**src/gnhs_pkg.sv**
```systemverilog
package gnhs_pkg;

    // fixed field widths
    localparam int CFG_IDX_W  = 2;
    localparam int CFG_DATA_W = 16;
    localparam int WIN_W      = 16;
    localparam int LIMIT_W    = 10;
    localparam int SCORE_W    = 32;
    localparam int SLOT_W     = 8;

    // configuration register indexes
    localparam logic [CFG_IDX_W-1:0] REG_BORDER_MODE = 2'd0;
    localparam logic [CFG_IDX_W-1:0] REG_WINDOW      = 2'd1;
    localparam logic [CFG_IDX_W-1:0] REG_HIT_LIMIT   = 2'd2;

    // controller to datapath
    typedef struct packed {
        logic load;         // capture candidate, restart scan
        logic scan;         // walk the kept table
        logic fin_ignore;   // post an ignored verdict
        logic fin_scan;     // post verdict of the scan, store on accept
    } dp_cmd_t;

    // datapath to controller
    typedef struct packed {
        logic limit_over;
        logic scan_done;
    } dp_status_t;

endpackage

```
**src/gnhs_ctrl.sv**
```systemverilog
module gnhs_ctrl (
    input  logic                 clk,
    input  logic                 rst_n,
    input  logic                 in_valid,
    output logic                 in_ready,
    output logic                 out_valid,
    input  logic                 out_ready,
    input  gnhs_pkg::dp_status_t status,
    output gnhs_pkg::dp_cmd_t    cmd
);
    import gnhs_pkg::*;

    typedef enum logic [2:0] {
        S_IDLE  = 3'b001,
        S_LIMIT = 3'b010,
        S_SCAN  = 3'b100
    } state_t;

    state_t state_reg;
    state_t state_next;
    logic   out_valid_reg;
    logic   out_valid_next;
    logic   out_free;

    assign out_free  = !out_valid_reg || out_ready;
    assign in_ready  = (state_reg == S_IDLE);
    assign out_valid = out_valid_reg;

    always_comb
    begin
        state_next     = state_reg;
        cmd            = '0;
        out_valid_next = out_ready ? 1'b0 : out_valid_reg;
        case (state_reg)
            S_IDLE:
            begin
                if (in_valid)
                begin
                    cmd.load   = 1'b1;
                    state_next = S_LIMIT;
                end
            end
            S_LIMIT:
            begin
                if (!status.limit_over)
                begin
                    state_next = S_SCAN;
                end
                else if (out_free)
                begin
                    cmd.fin_ignore = 1'b1;
                    out_valid_next = 1'b1;
                    state_next     = S_IDLE;
                end
            end
            S_SCAN:
            begin
                cmd.scan = 1'b1;
                if (status.scan_done && out_free)
                begin
                    cmd.fin_scan   = 1'b1;
                    out_valid_next = 1'b1;
                    state_next     = S_IDLE;
                end
            end
            default:
            begin
                state_next = S_IDLE;
            end
        endcase
    end

    always_ff @(posedge clk or negedge rst_n)
    begin
        if (!rst_n)
        begin
            state_reg     <= S_IDLE;
            out_valid_reg <= 1'b0;
        end
        else
        begin
            state_reg     <= state_next;
            out_valid_reg <= out_valid_next;
        end
    end

endmodule

```
**config.mk**
```make
export PLATFORM = sky130hd
export DESIGN_NAME = gnhs_ctrl
export DESIGN_NICKNAME = d
export VERILOG_FILES = /design/src/gnhs_pkg.sv /design/src/gnhs_ctrl.sv
export SDC_FILE = /design/constraint.sdc
export NUM_CORES = 1
export LEC_CHECK = 0
export BUFFER_PORTS_ARGS = -buffer_cell sky130_fd_sc_hd__buf_2
export CAP_MARGIN = 40
export CORE_AREA = 2 2 39 41
export CTS_CLUSTER_DIAMETER = 100
export DETAILED_ROUTE_END_ITERATION = 6
export DIE_AREA = 0 0 41 43
export PLACE_DENSITY_LB_ADDON = 0.12
export SLEW_MARGIN = 5
export SYNTH_ARGS = -nofsm -noshare
export SYNTH_HDL_FRONTEND = slang
export SYNTH_SLANG_ARGS = --single-unit
export TNS_END_PERCENT = 5
```
**constraint.sdc**
```tcl
create_clock -name clk -period 1 [get_ports clk]
set_clock_uncertainty 0.05 [all_clocks]
set_input_delay 0.05 -clock clk [delete_from_list [all_inputs] [get_ports clk]]
set_output_delay 0.05 -clock clk [all_outputs]
set_load 0.02 [all_outputs]
```
# ---- After elaboration in Yosys (flattened, before gate mapping)
# Cells that the tools add are included.
dict set report totals {
  ff_bits 4
}
dict set report classes {
  n_eq_ne 6
  muxes 18
  reduce_logical 4
}
# operator n
set op_table {}
lappend op_table {{$mux 1} 12}
lappend op_table {{$mux 3} 4}
lappend op_table {{$pmux 3 s3} 1}
lappend op_table {{$ne 2x2->1 const B} 2}
lappend op_table {{$eq 3x1->1 const B} 1}
lappend op_table {{$eq 3x2->1 const B} 1}
lappend op_table {{$eq 3x3->1 const B} 1}
lappend op_table {{$ne 3x3->1 const B} 1}
lappend op_table {{$reduce_and 3->1} 1}
lappend op_table {{$pmux 1 s2} 1}
lappend op_table {{$logic_and 1x1->1} 1}
lappend op_table {{$logic_not 1->1} 1}
lappend op_table {{$logic_or 1x1->1} 1}

# ---- Depth between registers and ports, before layout
# Gate-level depths: netlist of run 1.
dict set report logic_depth {
  depth_word 5
  ltp_mapped 3
  depth_no_buf 3
}

# ---- Least setup slack after synthesis of run 1
# Ideal clock, no wire load.
dict set report synth_path {
  kind {reg-to-reg}
  from {register state_reg[0]}
  to {register state_reg[0]}
  setup_time_ns 0.101
  arrival_time_ns 1.232
  t_required_ns 0.849
  setup_slack_ns -0.383
  stages_incl_launch_ff 4
  n_path_buf 0
  period_less_slack_ns 1.383
  cell_sequence {dfstp_2 > nor3b_2 > and2_4 > a211oi_2}
}
dict set report synth_between {
  elab_chain_len 3
  word_cells_on_any_way 8
  cone_classes {eq/ne: 6; mux: 1; reduce/logical: 1}
}
# element line_no
set synth_lines {}
lappend synth_lines {{start, declared} gnhs_ctrl.sv:19} ;# state_t state_reg;
lappend synth_lines {{start signal, assigned} gnhs_ctrl.sv:82} ;# state_reg <= state_next;
lappend synth_lines {{$eq 3x1->1 *} -}
lappend synth_lines {{via in_ready} gnhs_ctrl.sv:5} ;# output logic in_ready,
lappend synth_lines {{$ne 2x2->1 (no source line)} -}
lappend synth_lines {{$reduce_and 3->1 (no source line)} -}
# The timed path passes the listed nets; every way through them passes the cells marked *.
# A chain may end at the register's enable or synchronous reset.

==> results of run 1 <==
-- how the worst min path moves through the flow --
stage / startpoint / end / slack [ps] / cells after the start
after floorplan: rst_n / out_valid / -300 / 0
after global placement: rst_n / state_reg[2] / -190 / 1
after detailed placement: rst_n / out_valid / -190 / 1
after CTS: status[0] / state_reg[0] / 20 / 3
after global routing: status[0] / state_reg[0] / 40 / 3
final: status[0] / state_reg[0] / 30 / 3
-- worst min-delay path: cells and delay by family --
| kind | cells | cell delay, ps |
|---|---|---|
| AND/OR/NAND/NOR | 1 | 70 |
| AO/OA/AOI/OAI | 1 | 70 |
| buffers and inverters | 1 | 120 |
-- routing by layer --
layer	up-vias	part of all wire, %
met1	126	38
met2	7	55
li1	140	-
met5	-	0
met3	0	6.1
met4	0	0
-- cell families after synthesis --
kind of cell / after synthesis / synth area share (%)
AND/OR/NAND/NOR: 15 / 41.3
AO/OA/AOI/OAI: 7 / 18.3
flip-flops: 4 / 38.9
buffers and inverters: 1 / 1.44
-- metrics by stage --
step | hold WS (ps) | instance area, µm² | utilization [%]
CTS | 23.2 | 453 | 32.7
global route | 40.1 | 459 | 33.2
global placement | -194 | 378 | 27.3
finish | 28.2 | 459 | 33.2
floorplan | -296 | 273 | -
detailed placement | -192 | 378 | 27.3
-- power by group --
| part | total [mW] | leakage [nW] | switching [mW] | internal (mW) |
|---|---|---|---|---|
| logic | 0.390 | 0.150 | 0.173 | 0.218 |
| clock network | 0.218 | 0.0150 | 0.0677 | 0.150 |
| registers | 0.257 | 0.0479 | 0.0490 | 0.208 |
| total | 0.865 | 0.213 | 0.289 | 0.576 |
-- cell usage in the layout (no fill, tap or decap), types with 2 or more instances in the layout --
| cell type | Yosys | routed |
|---|---|---|
| nand2b_1 | 3 | 3 |
| buf_4 | 0 | 10 |
| buf_2 | 0 | 6 |
| nand2_1 | 2 | 2 |
| nor3b_4 | 0 | 2 |
| dfrtp_2 | 0 | 2 |
| clkbuf_4 | 0 | 3 |
-- timing repair --
item / 4_1_cts / 5_1_grt
endpoints found under the setup margin: 9 / 9
resized for setup: 9 / 2
hold buffers: 1 / 0
pin swaps: 3 / 3
setup buffers: 2 / 0
endpoints found under the hold margin: 4 / 0
gates cloned: 0 / 0
-- final cells by class --
class | count | share of cell area (%)
well taps | 16 | 4.36
clock buffers | 4 | 5.72
inverters | 1 | 0.817
flip-flops and latches | 4 | 22.6
multi-input cells | 22 | 39.0
repair buffers | 18 | 27.5
==> flow_metrics.env, run 1 <==
export IMPL_busiest_layer="met2"
export IMPL_hpwl_um=546
export IMPL_drv_cap=0
export IMPL_grtUsageMet1_pct=10.0
export IMPL_path_cells="nor3b_4 > and2_4 > buf_6"
export IMPL_ff_latch_area_um2=104
export IMPL_cts_sinks=4
export IMPL_cp_required_ps=900
export IMPL_r2r_setup_slack_ps=-180
export IMPL_r2r_end="state_reg[0]"
export IMPL_grt_max_degree=7
export IMPL_syn_cell_area_um2=260
export IMPL_violations="setup timing"
export IMPL_insertion_delay_ps=240
export IMPL_drt_drc_violations_left=0
export IMPL_worstSetupStartpointType="register"
export IMPL_ios=12
export IMPL_power_uw=865
export IMPL_grt_pass1_vias=297
export IMPL_h_tree_depth=1
export IMPL_io_buffers=11
export IMPL_r2r_start="state_reg[0]"
export IMPL_hold_violations=0
export IMPL_timing_final_crit_share_pct=135
export IMPL_crit_path_max_incr_delay_ps=540
export IMPL_crit_path_max_fanout=4
export IMPL_die_x_um=41
export IMPL_fp_row_count=14
export IMPL_tightest_slew_ps=250
export IMPL_hold_path_class="in2reg"
export IMPL_drt_iter0_markers=6
export IMPL_ys_warn_count=0
export IMPL_core_um2=1380
export IMPL_reg2reg_depth=4
export IMPL_place_ws_ps=-151
export IMPL_yosys_register_bits=4
export IMPL_die_h_um=43
export IMPL_grt_use_met3_pct=3.14
export IMPL_clockBufferDepth=2
export IMPL_setup_viol=9
export IMPL_drt_total_wl_um=675
export IMPL_power_density_nw_per_um2=1880
export IMPL_placedCellCount=58
export IMPL_ys_seq_area_share_pct=38.9
export IMPL_crit_cells=3
export IMPL_layout_min_cycle_time_ps=1350
export IMPL_n_antenna_cell=0
export IMPL_p_leak_nw=0.213
export IMPL_grt_pass1_wl_um=1120
export IMPL_drive_gt1_share_pct=61.2
export IMPL_cts_tree="yes"
export IMPL_final_antenna_net_count=0
export IMPL_groute_usage_overall_pct=9.66
export IMPL_fin_cells=65
export IMPL_synth_top_area_share_pct=28.8
export IMPL_areaGrowthSynthToFinish_pct=76.4
export IMPL_synth_edff_count=0
export IMPL_ys_top_cells_by_area="dfrtp_1 (29%), dfstp_2 (10%), nor3b_2 (9.6%)"
export IMPL_fillers=158
export IMPL_setup_tns_final_ps=-1760
export IMPL_synth_area_leader_cell="dfrtp_1"
export IMPL_synth_distinct_cells=19
export IMPL_wire_per_inst_um=10.4
export IMPL_numCtsBuffers=3
export IMPL_crit_slowest_cell="dfstp_2"
export IMPL_root_buffer="clkbuf_4"
export IMPL_slew_viol_final=0
export IMPL_synthArstFlopShare_pct=100
export IMPL_path_clk_slew_ps=30
export IMPL_fin_nets=56
export IMPL_num_vias=273
export IMPL_critPathLaunch="state_reg[0]"
export IMPL_grt_util_met2_pct=15.6
export IMPL_viasPerCell=4.20
export IMPL_start_util_pct=18.8
export IMPL_slew_headroom_pct=83.2
export IMPL_avgSynthCellArea_um2=9.64
export IMPL_gp_congestion=0.635
export IMPL_fmax_mhz=743
export IMPL_setup_ws_ps=-346
export IMPL_antenna_found_initial=0
export IMPL_crit_buf_inv=1
export IMPL_drt_first_pass_iters=2
export IMPL_outcome="finished, violations left"
export IMPL_critical_path_top_delay_family="flip-flops"
export IMPL_synth_commonest_cells="dfrtp_1 (3), nand2b_1 (3)"
export IMPL_rsz0062_at_grt="yes"
export IMPL_crit_end="cmd[3]"
export IMPL_crit_type="reg2out"
export IMPL_syn_inst=27
export IMPL_crit_arrival_ps=1250
export IMPL_vdd_ir_drop_max_uv=678
export IMPL_endpoint_kind="output pin"
export IMPL_grt_overflow_total=0
export IMPL_largest_reg_flops=3
export IMPL_synth_ff_type="dfrtp_1"
export IMPL_dieArea_um2=1760
export IMPL_synth_nets=33
export IMPL_multi_input_area_um2=179
(Power assumes the default switching activity.)
==> run 2, diff against run 1 <==
- MAX_ROUTING_LAYER: unset -> met4
- TNS_END_PERCENT: 5 -> unset
==> flow_metrics.env, run 2 (synthesis gave the netlist of run 1 again) <==
export IMPL_wire_per_inst_um=10.5
export IMPL_fillers=158
export IMPL_outcome="finished, violations left"
export IMPL_p_clk_share_pct=24.4
export IMPL_insertion_delay_ps=230
export IMPL_root_buffer="clkbuf_4"
export IMPL_die_x_um=41
export IMPL_die_h_um=43
export IMPL_crit_path_max_fanout=2
export IMPL_n_antenna_cell=0
export IMPL_drt_first_pass_iters=2
export IMPL_grt_pass1_wl_um=1040
export IMPL_clockBufferDepth=2
export IMPL_ff_latch_area_um2=104
export IMPL_crit_arrival_ps=1220
export IMPL_hold_violations=0
export IMPL_mostFrequentLayoutCells="buf_2 (7), buf_6 (6), buf_4 (4), nand2b_1 (3), clkbuf_4 (3)"
export IMPL_worstSetupStartpointType="register"
export IMPL_utilization_pct=35.0
export IMPL_setup_viol=9
export IMPL_path_clk_slew_ps=30
export IMPL_crit_type="reg2out"
export IMPL_rsz0062_at_grt="yes"
export IMPL_fin_nets=56
export IMPL_p_switching_uw=296
export IMPL_slew_headroom_pct=81.3
export IMPL_start_util_pct=18.8
export IMPL_cts_sinks=4
export IMPL_whs_ps=35.6
export IMPL_crit_path_max_incr_delay_ps=530
export IMPL_ios=12
export IMPL_cp_required_ps=900
export IMPL_p_int_uw=579
export IMPL_drt_drc_violations_left=0
export IMPL_cts_tree="yes"
export IMPL_grt_overflow_total=0
export IMPL_final_antenna_net_count=0
export IMPL_final_common_cell="buf_2"
export IMPL_pwr_share_seq_pct=28.7
export IMPL_dieArea_um2=1760
export IMPL_gp_congestion=0.651
export IMPL_slew_viol_final=0
export IMPL_largest_reg_flops=3
export IMPL_layout_min_cycle_time_ps=1320
export IMPL_grt_pass1_vias=298
export IMPL_drt_total_wl_um=682
export IMPL_fmax_mhz=758
export IMPL_drive_gt1_share_pct=63.3
export IMPL_numCtsBuffers=3
export IMPL_dpl_cell_area_um2=375
export IMPL_drv_cap=0
export IMPL_power_density_nw_per_um2=1810
export IMPL_antenna_found_initial=0
export IMPL_areaGrowthSynthToFinish_pct=86.1
export IMPL_tightest_slew_ps=278
export IMPL_multi_input_area_um2=188
export IMPL_p_leak_nw=0.218
export IMPL_timing_final_crit_share_pct=132
export IMPL_vdd_ir_drop_max_uv=494
export IMPL_crit_slowest_cell="dfstp_2"
export IMPL_sw_frac_of_total_pct=33.8
export IMPL_viasPerCell=4.46
export IMPL_drt_iter0_markers=1
export IMPL_core_um2=1380
export IMPL_h_tree_depth=1
export IMPL_violations="setup timing"
export IMPL_io_buffers=11
export IMPL_endpoint_kind="output pin"
export IMPL_setup_ws_ps=-319
export IMPL_groute_usage_overall_pct=9.41
export IMPL_num_vias=290
export IMPL_fp_row_count=14
export IMPL_path_cells="nor3b_4 > and2_4 > buf_6"
export IMPL_fin_area_um2=484
export IMPL_hold_path_class="in2reg"
export IMPL_combPwrFrac_pct=46.9
export IMPL_grt_max_degree=6
## run 2: power by group through the flow
stage | combinational, mW | sequential [mW] | clock, mW
after floorplan | 0.183 | 0.272 | 0
after global placement | 0.293 | 0.264 | 0
after detailed placement | 0.294 | 0.268 | 0
after CTS | 0.393 | 0.251 | 0.226
after global routing | 0.437 | 0.256 | 0.246
final | 0.411 | 0.251 | 0.213
## run 2: repair_timing
action,in CTS,in global routing
resized for setup,14,3
pin swaps,4,2
hold buffers,1,0
buffers inserted,3,0
setup endpoints to repair,9,9
endpoints found under the hold margin,4,0
gates cloned,0,0
## run 2: metal layers
| metal | global-route usage [%] | vias to the layer above | wire length [µm] |
|---|---|---|---|
| met5 | - | - | 0 |
| met4 | 8.00 | 0 | 0 |
| met3 | 1.57 | 0 | 37 |
| met2 | 16.3 | 7 | 373 |
| met1 | 7.84 | 141 | 271 |
| li1 | - | 142 | - |
## run 2: per-stage QoR
stage                     total power, mW  setup TNS [ps]  worst slack [ps]  std cells
after CTS                           0.869           -2140              -346         65
final                               0.875           -2110              -319         65
after detailed placement            0.562            -935              -182         57
after floorplan                     0.454            -910              -317         27
after global routing                0.939           -2500              -379         65
after global placement              0.557            -776              -158         57
## run 2: worst paths after layout
check / cells past startpoint / startpoint / to / slack (ps)
setup / recovery: 3 / state_reg[0] / cmd[3] / -320
hold / removal: 3 / status[0] / state_reg[0] / 40
setup reg to reg: 5 / state_reg[0] / state_reg[0] / -240
hold reg to reg: 2 / state_reg[2] / state_reg[1] / 590
max in group asynchronous: 2 / rst_n / state_reg[0] / 600
min in group asynchronous: 2 / rst_n / out_valid / 90
## run 2: layout make-up
type / count / area share, %
multi-input combinational: 22 / 38.8
timing repair buffer: 18 / 29.5
tap: 16 / 4.13
sequential: 4 / 21.4
inverter: 1 / 0.775
clock buffer: 4 / 5.43
## run 2: worst max-delay path, delay by kind of cell (launching register included)
family        cells  cell delay, ps
flops             1             530
buf+inv           1             110
simple gates      2             350
==> run 3, diff against run 2 <==
- BUFFER_PORTS_ARGS: -buffer_cell sky130_fd_sc_hd__buf_2 -> -buffer_cell sky130_fd_sc_hd__buf_4
- clock period: 1 -> 1.2 ns (I/O delays scaled with it)
==> flow_metrics.env, run 3 (synthesis gave the netlist of run 1 again) <==
export IMPL_largest_reg_flops=3
export IMPL_grtUsageMet1_pct=12.4
export IMPL_vdd_ir_drop_max_uv=752
export IMPL_drive_gt1_share_pct=63.5
export IMPL_gp_congestion=0.746
export IMPL_min_path_cells=3
export IMPL_grt_pass1_wl_um=1190
export IMPL_drv_cap=0
export IMPL_final_common_cell="buf_4"
export IMPL_reg2reg_depth=5
export IMPL_path_cells="nor3b_4 > and2_4 > buf_6"
export IMPL_busiest_layer="met2"
export IMPL_fin_cells=68
export IMPL_whs_ps=29.5
export IMPL_crit_buf_inv=1
export IMPL_h_tree_depth=1
export IMPL_fmax_mhz=734
export IMPL_hold_path_class="in2reg"
export IMPL_r2r_setup_slack_ps=-40
export IMPL_grt_max_degree=6
export IMPL_crit_type="reg2out"
export IMPL_crit_path_max_incr_delay_ps=540
export IMPL_die_x_um=41
export IMPL_cts_sinks=4
export IMPL_min_to="state_reg[0]"
export IMPL_die_h_um=43
export IMPL_r2r_start="state_reg[0]"
export IMPL_grt_pass1_vias=278
export IMPL_rsz0062_at_grt="yes"
export IMPL_cts_tree="yes"
export IMPL_slew_viol_final=0
export IMPL_insertion_delay_ps=240
export IMPL_p_int_uw=541
export IMPL_crit_arrival_ps=1250
export IMPL_violations="setup timing"
export IMPL_fin_nets=59
export IMPL_hpwl_um=510
export IMPL_fillers=146
export IMPL_critical_path_top_delay_family="flip-flops"
export IMPL_dieArea_um2=1760
export IMPL_sw_frac_of_total_pct=33.7
export IMPL_clockBufferDepth=2
export IMPL_placedCellCount=56
export IMPL_combPwrFrac_pct=50.4
export IMPL_holdCritStartpoint="status[0]"
export IMPL_tightest_slew_ps=242
export IMPL_grt_util_met2_pct=15.0
export IMPL_setup_viol=6
export IMPL_p_switching_uw=275
export IMPL_slew_headroom_pct=83.8
export IMPL_cp_required_ps=1090
export IMPL_worstSetupStartpointType="register"
export IMPL_groute_usage_overall_pct=11.1
export IMPL_timing_final_crit_share_pct=113
export IMPL_fp_row_count=14
export IMPL_ios=12
export IMPL_areaGrowthSynthToFinish_pct=100
export IMPL_mostFrequentLayoutCells="buf_4 (14), buf_6 (6), clkbuf_4 (3)"
export IMPL_drt_drc_violations_left=0
export IMPL_outcome="finished, violations left"
export IMPL_viasPerCell=4.49
export IMPL_r2r_end="state_reg[0]"
export IMPL_hold_violations=0
export IMPL_root_buffer="clkbuf_4"
export IMPL_pwr_share_seq_pct=25.9
export IMPL_power_density_nw_per_um2=1560
export IMPL_grt_overflow_total=0
export IMPL_antenna_found_initial=0
export IMPL_numCtsBuffers=3
export IMPL_num_vias=305
export IMPL_io_buffers=11
export IMPL_p_clk_share_pct=23.8
export IMPL_start_util_pct=18.8
export IMPL_drt_total_wl_um=833
export IMPL_drt_iter0_markers=6
export IMPL_crit_slowest_cell="dfstp_2"
export IMPL_crit_path_max_fanout=3
export IMPL_path_clk_slew_ps=40
export IMPL_p_leak_nw=0.243
export IMPL_setup_ws_ps=-162
export IMPL_wire_per_inst_um=12.3
export IMPL_final_antenna_net_count=0
export IMPL_grt_use_met3_pct=9.42
export IMPL_layout_min_cycle_time_ps=1360
export IMPL_n_antenna_cell=0
export IMPL_core_um2=1380
export IMPL_drt_first_pass_iters=3
export IMPL_endpoint_kind="output pin"
==> run 3: how the worst max path moves through the flow <==
stage               depth (start not counted)  slack (ps)    startpoint           end
global placement                            3          30  state_reg[0]        cmd[3]
finish                                      3        -160  state_reg[0]        cmd[3]
CTS                                         3        -170  state_reg[0]        cmd[3]
global route                                3        -220  state_reg[0]        cmd[3]
floorplan                                   3        -120  state_reg[0]  state_reg[0]
detailed placement                          3          40  state_reg[1]        cmd[0]
==> run 3: metrics by stage <==
| stage | setup WS [ps] | cell area, µm² | util [%] | total power, mW | TNS (ps) |
|---|---|---|---|---|---|
| final | -162 | 522 | 37.7 | 0.816 | -694 |
| after global routing | -224 | 522 | 37.7 | 0.878 | -1060 |
| after global placement | 29.5 | 395 | 28.6 | 0.491 | 0 |
| after floorplan | -117 | 278 | - | 0.379 | -211 |
| after CTS | -165 | 493 | 35.6 | 0.769 | -621 |
| after detailed placement | 35.9 | 395 | 28.6 | 0.489 | 0 |
==> run 3: routing by layer <==
metal	vias up	share of wire (%)
met2	11	53
met1	146	39
met4	0	0
met5	-	0
li1	148	-
met3	0	8.2
==> run 3: repair_timing <==
| action | 4_1_cts | 5_1_grt |
|---|---|---|
| setup buffers | 5 | 2 |
| pin swaps | 3 | 4 |
| gates cloned | 0 | 0 |
| gates resized for setup | 6 | 5 |
| hold buffers | 1 | 0 |
| endpoints found under the setup margin | 5 | 8 |
| endpoints found under the hold margin | 4 | 0 |
==> run 3: area by class of cell <==
cell class / count / area (µm²) / share of cell area, %
clock buffers: 4 / 26.3 / 5.04
flip-flops and latches: 4 / 104 / 19.9
inverters: 1 / 3.75 / 0.719
multi-input cells: 22 / 185 / 35.5
repair buffers: 21 / 183 / 35.0
well taps: 16 / 20.0 / 3.84
==> run 3: tightest hold or removal path: cells and delay by family <==
kind / cells / cell delay (ps)
AOI/OAI and AO/OA: 1 / 60
buffers and inverters: 1 / 130
and+or+nand+nor: 1 / 70
==> run 3: power by group through the flow <==
stage	Combinational [mW]	Sequential, mW	Clock, mW
5_1_grt	0.438	0.216	0.224
6_report	0.411	0.211	0.194
3_3_place_gp	0.271	0.219	0
4_1_cts	0.351	0.215	0.204
3_5_place_dp	0.269	0.220	0
2_1_floorplan	0.152	0.227	0
